[config.mk]
export PLATFORM = sky130hd
export DESIGN_NAME = trailing_whitespace_trimmer
export DESIGN_NICKNAME = d
export VERILOG_FILES = /design/src/sv/twt_pkg.sv /design/src/sv/twt_run_store.sv /design/src/sv/trailing_whitespace_trimmer.sv
export SDC_FILE = /design/constraint.sdc
export NUM_CORES = 1
export LEC_CHECK = 0
export BUFFER_PORTS_ARGS = -buffer_cell sky130_fd_sc_hd__buf_2
export CAP_MARGIN = 5
export CORE_ASPECT_RATIO = 1.1
export CORE_MARGIN = 2
export CORE_UTILIZATION = 40
export DETAILED_ROUTE_END_ITERATION = 7
export HOLD_SLACK_MARGIN = 0.02
export PLACE_DENSITY = 0.57
export SYNTH_ARGS = -nofsm -noshare
export SYNTH_HDL_FRONTEND = slang
export SYNTH_SLANG_ARGS = --single-unit
[constraint.sdc]
create_clock -name clk_i -period 2.5 [get_ports clk_i]
set_input_delay 0.75 -clock clk_i [delete_from_list [all_inputs] [get_ports clk_i]]
set_output_delay 0.75 -clock clk_i [all_outputs]
set_load 0.01 [all_outputs]
[src/sv/twt_pkg.sv]
// Shared constants, types and helpers of the trailing whitespace trimmer.
package twt_pkg;

  // Depth of the held whitespace run.
  localparam int unsigned RunDepth = 32;
  localparam int unsigned RunIdxW  = (RunDepth > 1) ? $clog2(RunDepth) : 1;
  localparam int unsigned RunCntW  = $clog2(RunDepth + 1);

  localparam logic [7:0] ChNewline = 8'h0A;
  localparam logic [7:0] ChSpace   = 8'h20;
  localparam logic [7:0] ChTab     = 8'h09;

  typedef enum logic {
    KIND_SPACE = 1'b0,
    KIND_TAB   = 1'b1
  } kind_e;

  // Commands from the sequencer to the run store.
  typedef struct packed {
    logic  push;
    logic  pop;
    logic  clear;
    kind_e kind;
  } run_ctrl_t;

  // What the run store shows back.
  typedef struct packed {
    logic [RunCntW-1:0] count;
    logic               full;
    kind_e              head_kind;
  } run_stat_t;

  function automatic logic [7:0] kind_byte(kind_e kind);
    logic [7:0] b;
    b = (kind == KIND_TAB) ? ChTab : ChSpace;
    return b;
  endfunction

endpackage

[src/sv/twt_run_store.sv]
// Circular store of held space/tab kinds with head pointer and fill count.
module twt_run_store
  import twt_pkg::*;
(
  input  logic      clk_i,
  input  logic      rst_ni,
  input  run_ctrl_t ctrl_i,
  output run_stat_t stat_o
);

  kind_e              kinds_q [RunDepth];
  kind_e              head_kind_q;
  logic [RunIdxW-1:0] head_q, head_d;
  logic [RunCntW-1:0] count_q, count_d;
  logic [RunCntW:0]   tail_sum;
  logic [RunCntW:0]   tail_wrap;
  logic [RunIdxW-1:0] tail;

  // tail = (head + count) mod depth; the sum stays below twice the depth
  always_comb begin
    tail_sum  = (RunCntW + 1)'(head_q) + (RunCntW + 1)'(count_q);
    tail_wrap = (tail_sum >= (RunCntW + 1)'(RunDepth)) ?
                tail_sum - (RunCntW + 1)'(RunDepth) : tail_sum;
    tail      = tail_wrap[RunIdxW-1:0];
  end

  always_comb begin
    head_d  = head_q;
    count_d = count_q;
    if (ctrl_i.pop) begin
      head_d = (head_q == RunIdxW'(RunDepth - 1)) ? '0 : head_q + RunIdxW'(1);
    end
    priority if (ctrl_i.clear) begin
      count_d = '0;
    end else if (ctrl_i.push && !ctrl_i.pop) begin
      count_d = count_q + RunCntW'(1);
    end else if (ctrl_i.pop && !ctrl_i.push) begin
      count_d = count_q - RunCntW'(1);
    end else begin
      count_d = count_q;
    end
  end

  always_ff @(posedge clk_i or negedge rst_ni) begin
    if (!rst_ni) begin
      head_q  <= '0;
      count_q <= '0;
    end else begin
      head_q  <= head_d;
      count_q <= count_d;
    end
  end

  // when full, tail equals head: the new kind takes the slot being popped.
  // The head kind is read ahead at the next head, with the write forwarded
  // when a push lands on it (push into an empty run).
  always_ff @(posedge clk_i) begin
    if (ctrl_i.push) begin
      kinds_q[tail] <= ctrl_i.kind;
    end
    priority if (ctrl_i.push && (tail == head_d)) begin
      head_kind_q <= ctrl_i.kind;
    end else begin
      head_kind_q <= kinds_q[head_d];
    end
  end

  assign stat_o.count     = count_q;
  assign stat_o.full      = (count_q == RunCntW'(RunDepth));
  assign stat_o.head_kind = head_kind_q;

endmodule

[src/sv/trailing_whitespace_trimmer.sv]
// Top level of the trailing whitespace trimmer: sequencer and output register.
//
// Text arrives one byte per item; spaces and tabs are held back in a run of
// up to RunDepth (32) entries and are dropped when a newline or an end item
// follows them. Any other byte releases the held run in arrival order and
// then passes itself on. A space or tab that arrives while the run is full
// pushes the oldest held byte out at once, flagged as overflowed. A newline,
// an end item, a space or tab, or an ordinary byte with an empty run is
// taken straight from the idle state; an ordinary byte behind held bytes
// keeps the input stalled while the sequencer moves one held byte a cycle,
// when the output is not stalled, from the run store's single read port
// into the output register, and then the byte itself.
// last_of_run marks the final result of each item; items that are held
// give no result at all. Carriage return is an ordinary byte.
module trailing_whitespace_trimmer
  import twt_pkg::*;
(
  input  logic       clk_i,
  input  logic       rst_ni,
  input  logic       in_valid_i,
  output logic       in_stall_o,
  input  logic [7:0] text_byte_i,
  input  logic       end_of_text_i,
  output logic       out_valid_o,
  input  logic       out_stall_i,
  output logic [7:0] out_byte_o,
  output logic       is_end_marker_o,
  output logic       overflowed_o,
  output logic       last_of_run_o
);

  // sequencer states
  localparam logic StIdle    = 1'b0;  // taking items
  localparam logic StRelease = 1'b1;  // draining the run, then the held byte

  logic       state_q, state_d;
  logic [7:0] byte_q, byte_d;     // ordinary byte waiting behind the run

  logic       out_valid_q, out_valid_d;
  logic [7:0] out_byte_q;
  logic       out_end_q, out_ovf_q, out_last_q;

  logic       out_free;
  logic       emit;
  logic [7:0] emit_byte;
  logic       emit_end, emit_ovf, emit_last;

  run_ctrl_t  run_ctrl;
  run_stat_t  run_stat;

  twt_run_store u_run_store (
    .clk_i  (clk_i),
    .rst_ni (rst_ni),
    .ctrl_i (run_ctrl),
    .stat_o (run_stat)
  );

  // the output register can take a new item when empty or being drained
  assign out_free   = !out_valid_q || !out_stall_i;
  assign in_stall_o = !((state_q == StIdle) && out_free);

  always_comb begin
    state_d   = state_q;
    byte_d    = byte_q;
    run_ctrl  = '{push: 1'b0, pop: 1'b0, clear: 1'b0, kind: KIND_SPACE};
    emit      = 1'b0;
    emit_byte = '0;
    emit_end  = 1'b0;
    emit_ovf  = 1'b0;
    emit_last = 1'b0;

    unique case (state_q)
      StIdle: begin
        if (in_valid_i && out_free) begin
          priority if (end_of_text_i) begin
            run_ctrl.clear = 1'b1;
            emit           = 1'b1;
            emit_end       = 1'b1;
            emit_last      = 1'b1;
          end else if (text_byte_i == ChNewline) begin
            run_ctrl.clear = 1'b1;
            emit           = 1'b1;
            emit_byte      = ChNewline;
            emit_last      = 1'b1;
          end else if (text_byte_i == ChSpace || text_byte_i == ChTab) begin
            run_ctrl.push = 1'b1;
            run_ctrl.kind = (text_byte_i == ChTab) ? KIND_TAB : KIND_SPACE;
            if (run_stat.full) begin
              // oldest held byte leaves early, the new one joins the run
              run_ctrl.pop = 1'b1;
              emit         = 1'b1;
              emit_byte    = kind_byte(run_stat.head_kind);
              emit_ovf     = 1'b1;
              emit_last    = 1'b1;
            end
          end else if (run_stat.count == '0) begin
            emit      = 1'b1;
            emit_byte = text_byte_i;
            emit_last = 1'b1;
          end else begin
            byte_d  = text_byte_i;
            state_d = StRelease;
          end
        end
      end
      StRelease: begin
        if (out_free) begin
          emit = 1'b1;
          if (run_stat.count != '0) begin
            run_ctrl.pop = 1'b1;
            emit_byte    = kind_byte(run_stat.head_kind);
          end else begin
            emit_byte = byte_q;
            emit_last = 1'b1;
            state_d   = StIdle;
          end
        end
      end
      default: begin
        state_d = StIdle;
      end
    endcase
  end

  assign out_valid_d = out_free ? emit : out_valid_q;

  always_ff @(posedge clk_i or negedge rst_ni) begin
    if (!rst_ni) begin
      state_q     <= StIdle;
      out_valid_q <= 1'b0;
    end else begin
      state_q     <= state_d;
      out_valid_q <= out_valid_d;
    end
  end

  // out_* load only when a result enters the output slot; byte_q always loads
  always_ff @(posedge clk_i) begin
    byte_q <= byte_d;
    if (out_free && emit) begin
      out_byte_q <= emit_byte;
      out_end_q  <= emit_end;
      out_ovf_q  <= emit_ovf;
      out_last_q <= emit_last;
    end
  end

  assign out_valid_o     = out_valid_q;
  assign out_byte_o      = out_byte_q;
  assign is_end_marker_o = out_end_q;
  assign overflowed_o    = out_ovf_q;
  assign last_of_run_o   = out_last_q;

endmodule

==> results.txt <==
- Of all cell types, the one taking the most synthesized area is sky130_fd_sc_hd__edfxtp_1.
- In the post-synthesis netlist, the biggest area contributors are sky130_fd_sc_hd__edfxtp_1 45%, sky130_fd_sc_hd__dfrtp_1 9.5%, sky130_fd_sc_hd__mux2i_1 4.7%.
- Yosys top cell area share: about 45%
* Number of fillers in the final layout: around 730
* Fraction of final layout cells sized beyond drive strength 1: 35.71%
- I/O pin count: 26
- The Yosys step of the flow raised 0 warnings.
- Overall die height: between 100 and 150 µm
* Setup slack, reg-to-reg: about 0.11 ns
* Crit Reg-Reg Endpoint: u_run_store.count_q[5]$_DFFE_PN0P_
- Hold Crit Class: input port to asynchronous set/reset pin
* Switch share: a little under a quarter
- Mapped Nets: between 300 and 400
- Switching power total: approximately 0.00056 W
- Biggest fanout along the worst timing path: 8
- Most instantiated cells after synthesis: 51 x sky130_fd_sc_hd__edfxtp_1, 34 x sky130_fd_sc_hd__nor2_1, 21 x sky130_fd_sc_hd__nand2_1, 16 x sky130_fd_sc_hd__mux2i_1
- DRC viols: 0
- Number of flops mapped to enable cells by yosys: between 50 and 60
- Full die area: between 9000 and 10000 µm²
- In this run the horizontal extent of the chip is 92.37 µm.
- After synthesis, the share of flip-flops with an asynchronous set or reset is a little under a fifth.
* Dpl hpwl: 5302 µm
- Capturing element type of the critical path: flip-flop
* Leak: about 1.8 nW
- Setup repair after global routing could not meet its margin everywhere.
- The initial utilization of the core area, before any placement, comes to 41.08%.
* Pin count of the biggest net entering global routing: 33
- Based on the critical path, the design can be clocked at up to between 300 and 400 MHz.
- The final reports fail on negative setup slack.
* Required time of the critical path: about 2.6 ns
* Placed cells: 471
* Max Transition Viols Final: 0
- Period Utilization, post-route: 102.4%
- Source-to-sink clock delay at the later pin of the worst-skew pair: ~0.35 ns
* Post-detailed-route wirelength per cell: between 10 and 15 µm
- TritonRoute pass-1 iters: 4
* Worst Skew: between 0.015 and 0.02 ns
* Number of nets still failing antenna checks after routing: 0
- The number of cells on the worst reg-to-reg path is 10.
* Area of the placeable core: around 8400 µm²
* Cell with the most instances after synthesis: sky130_fd_sc_hd__edfxtp_1
- The number of antenna violations at the first check in global routing was 0.
* Result of the run: finished, violations left
- Cell at the root of the clock tree: sky130_fd_sc_hd__clkbuf_8
* Leading register cell type out of synthesis: sky130_fd_sc_hd__edfxtp_1
- Registers take ~2000 µm².
- The internal portion of the total power is ~0.0019 W.
- The tightest hold path in the finished design has a slack of about 0.28 ns.
- Compared with the post-synthesis result, the final layout area differs by 29.68%.
- Hold repair after CTS inserted 0 buffers.
- The detailed router finished its first iteration with 140 violations.
- Leaving out filler cells and counting taps, the final layout contains ~500.
- The worst-case IR drop observed on VDD is about 0.20 mV.
- Register clock-pin slew on the reported worst setup and hold paths: about 0.09 ns
* Total overflow reported by the global router: 0
- Total power for the finished layout comes to ~0.0025 W.
- Worst setup path class: input port to flip-flop
- The share of the Yosys chip area taken by registers is 56.96%.
* Total area of multi-input combinational cells: roughly 1600 µm²
- Number of vias in the routed layout: between 2000 and 3000
- TritonCTS built the clock tree.
- Clock sink count: 69
- Counting I/O delays and the setup requirement, the final critical path takes between 2 and 3 ns.
- Power density of the placed cells: roughly 550 nW/µm²
- In this run the deepest clock path goes through 2 buffers.
- Std cell rows: 35
- The H-tree generated during clock tree synthesis spans 3 levels.
- For this run, the share of the core covered by cells in the final layout is between 50% and 60%.
- Cell Area, Synth: around 3400 µm²
- In this run, CTS created clock tree buffers numbering 9.
- Critical R2R Launch: u_run_store.count_q[0]$_DFFE_PN0P_
- Count of buffers from port buffering: 25
- Data arrives at the worst endpoint at 2.62 ns.
- Via-to-Cell Ratio: between 5 and 6
* Clk pwr share: 41.7%
- The net count of the finished layout is 398.
- The congestion estimate from routability-driven global placement came to roughly 0.87.
- The first global-routing pass estimated between 10000 and 15000 µm of wire.
- Setup Viol. Count Final: 11
* Portion of total power attributed to combinational logic: 7.3%
- At the pin with the least slew margin, the transition time is around 0.47 ns.
* # Max-Cap Violations: 0
* Startpoint type of the worst setup path: input port
- Via count of the first global-routing pass: roughly 2400
* Final worst setup slack: -0.05967 ns
- 0 antenna diodes ended up in the layout.
- Part of the power in registers: between 50% and 60%
- Final hold violation count: 0
- Detailed Route WL: about 7000 µm
* Relative max-transition margin: a little under 70%
* Global-route usage over all layers: 16.57%
- Synthesis inferred just under 70 register bits.
- Synth Area per Inst: around 12 µm²
* Count of distinct cell types in the synthesized netlist: between 40 and 50
- Synthesis produced a netlist whose cell count is roughly 300.
-- power groups by stage --
stage | Sequential (W) | Combinational (W) | Clock (W)
floorplan | 0.00129 | 0.0000652 | 0
CTS | 0.00126 | 0.000180 | 0.00104
finish | 0.00125 | 0.000180 | 0.00103
global placement | 0.00128 | 0.000173 | 0
detailed placement | 0.00128 | 0.000174 | 0
global route | 0.00126 | 0.000197 | 0.00109
-- routing by layer --
layer | wire, µm | up-vias | global-route usage [%]
met1 | 3354 | 1201 | 22.08
met2 | 3477 | 51 | 26.95
met3 | 264 | 11 | 2.232
li1 | - | 1245 | -
met4 | 114 | 0 | 8.037
met5 | 0 | - | 0
-- cell usage in the layout (no fill, tap or decap), types with 3 or more instances in the layout --
cell,n
sky130_fd_sc_hd__edfxtp_1,51
sky130_fd_sc_hd__buf_4,45
sky130_fd_sc_hd__nor2_1,24
sky130_fd_sc_hd__buf_2,23
sky130_fd_sc_hd__nand2_1,20
sky130_fd_sc_hd__mux2i_1,16
sky130_fd_sc_hd__nand3_1,15
sky130_fd_sc_hd__dfrtp_1,13
sky130_fd_sc_hd__a21oi_1,12
sky130_fd_sc_hd__nor2_2,10
sky130_fd_sc_hd__clkbuf_8,9
sky130_fd_sc_hd__inv_1,8
sky130_fd_sc_hd__o21ai_0,8
sky130_fd_sc_hd__nor2_4,8
sky130_fd_sc_hd__ha_1,8
sky130_fd_sc_hd__nand3b_1,6
sky130_fd_sc_hd__nor3_1,6
sky130_fd_sc_hd__a22oi_1,6
sky130_fd_sc_hd__xor2_1,5
sky130_fd_sc_hd__dfxtp_1,5
sky130_fd_sc_hd__and3_1,4
sky130_fd_sc_hd__or2_2,4
sky130_fd_sc_hd__nand2b_1,4
sky130_fd_sc_hd__a22o_1,4
sky130_fd_sc_hd__a21o_1,4
sky130_fd_sc_hd__a21oi_2,4
sky130_fd_sc_hd__o21ai_1,4
sky130_fd_sc_hd__buf_6,4
sky130_fd_sc_hd__xnor2_1,3
sky130_fd_sc_hd__buf_12,3
-- final cells by class --
| class | count | area share (%) |
|---|---|---|
| clock buffers | 10 | 2.864 |
| clock inverters | 6 | 2.106 |
| inverters | 8 | 0.6740 |
| multi-input cells | 210 | 34.79 |
| flip-flops and latches | 69 | 43.92 |
| well taps | 111 | 3.117 |
| repair buffers | 75 | 12.52 |
-- flip-flops by register name (all words and copies together) (netlist names), named ones only --
signal / cells
u_run_store.kinds_q: 32
byte_q: 8
state_q: 1
out_valid_o: 1
u_run_store.head_q: 5
out_byte_o: 8
overflowed_o: 1
u_run_store.count_q: 6
is_end_marker_o: 1
last_of_run_o: 1
-- worst max-delay path, cell delays in order --
cell and delay [ns]:
sky130_fd_sc_hd__buf_6 0.09, sky130_fd_sc_hd__or4_4 0.55, sky130_fd_sc_hd__a211oi_4 0.21, sky130_fd_sc_hd__and2_4 0.20, sky130_fd_sc_hd__buf_4 0.10, sky130_fd_sc_hd__buf_4 0.10, sky130_fd_sc_hd__or3b_4 0.38, sky130_fd_sc_hd__buf_12 0.17
sky130_fd_sc_hd__nor2_4 0.08
-- how the worst max path moves through the flow --
| stage | start | slack, ns | cells past startpoint | endpoint |
|---|---|---|---|---|
| after floorplan | text_byte_i[6] | -0.43 | 11 | u_run_store.count_q[5]$_DFFE_PN0P_ |
| after global placement | text_byte_i[6] | -0.48 | 11 | u_run_store.count_q[5]$_DFFE_PN0P_ |
| after detailed placement | text_byte_i[6] | -0.51 | 12 | u_run_store.count_q[5]$_DFFE_PN0P_ |
| after CTS | text_byte_i[2] | -0.03 | 12 | u_run_store.count_q[5]$_DFFE_PN0P_ |
| after global routing | text_byte_i[2] | -0.20 | 11 | u_run_store.count_q[5]$_DFFE_PN0P_ |
| final | text_byte_i[2] | -0.06 | 9 | u_run_store.kinds_q[28]$_DFFE_PP_ |
-- metrics by stage --
step	TNS, ns	cell area, µm²	setup WS, ns
global route	-1.962	4456	-0.2049
floorplan	-6.222	3496	-0.4275
global placement	-20.53	4094	-0.4815
CTS	-0.04827	4345	-0.02906
finish	-0.4995	4456	-0.05967
detailed placement	-20.91	4094	-0.5120
-- logic make-up after synthesis --
logic type                 share of synthesized area (%)
and+or+nand+nor                                    17.19
DFF                                                56.96
AOI/OAI and AO/OA                                  11.07
muxes                                              5.317
buffers and inverters                              2.367
adders and majority gates                          4.807
xor gates and xnor gates                           2.294
-- repair_timing --
item | 4_1_cts | 5_1_grt
endpoints found under the hold margin | 0 | 0
setup buffers | 1 | 1
gates resized for setup | 5 | 28
setup endpoints to repair | 22 | 33
pin swaps | 5 | 1
(Power assumes the default switching activity.)
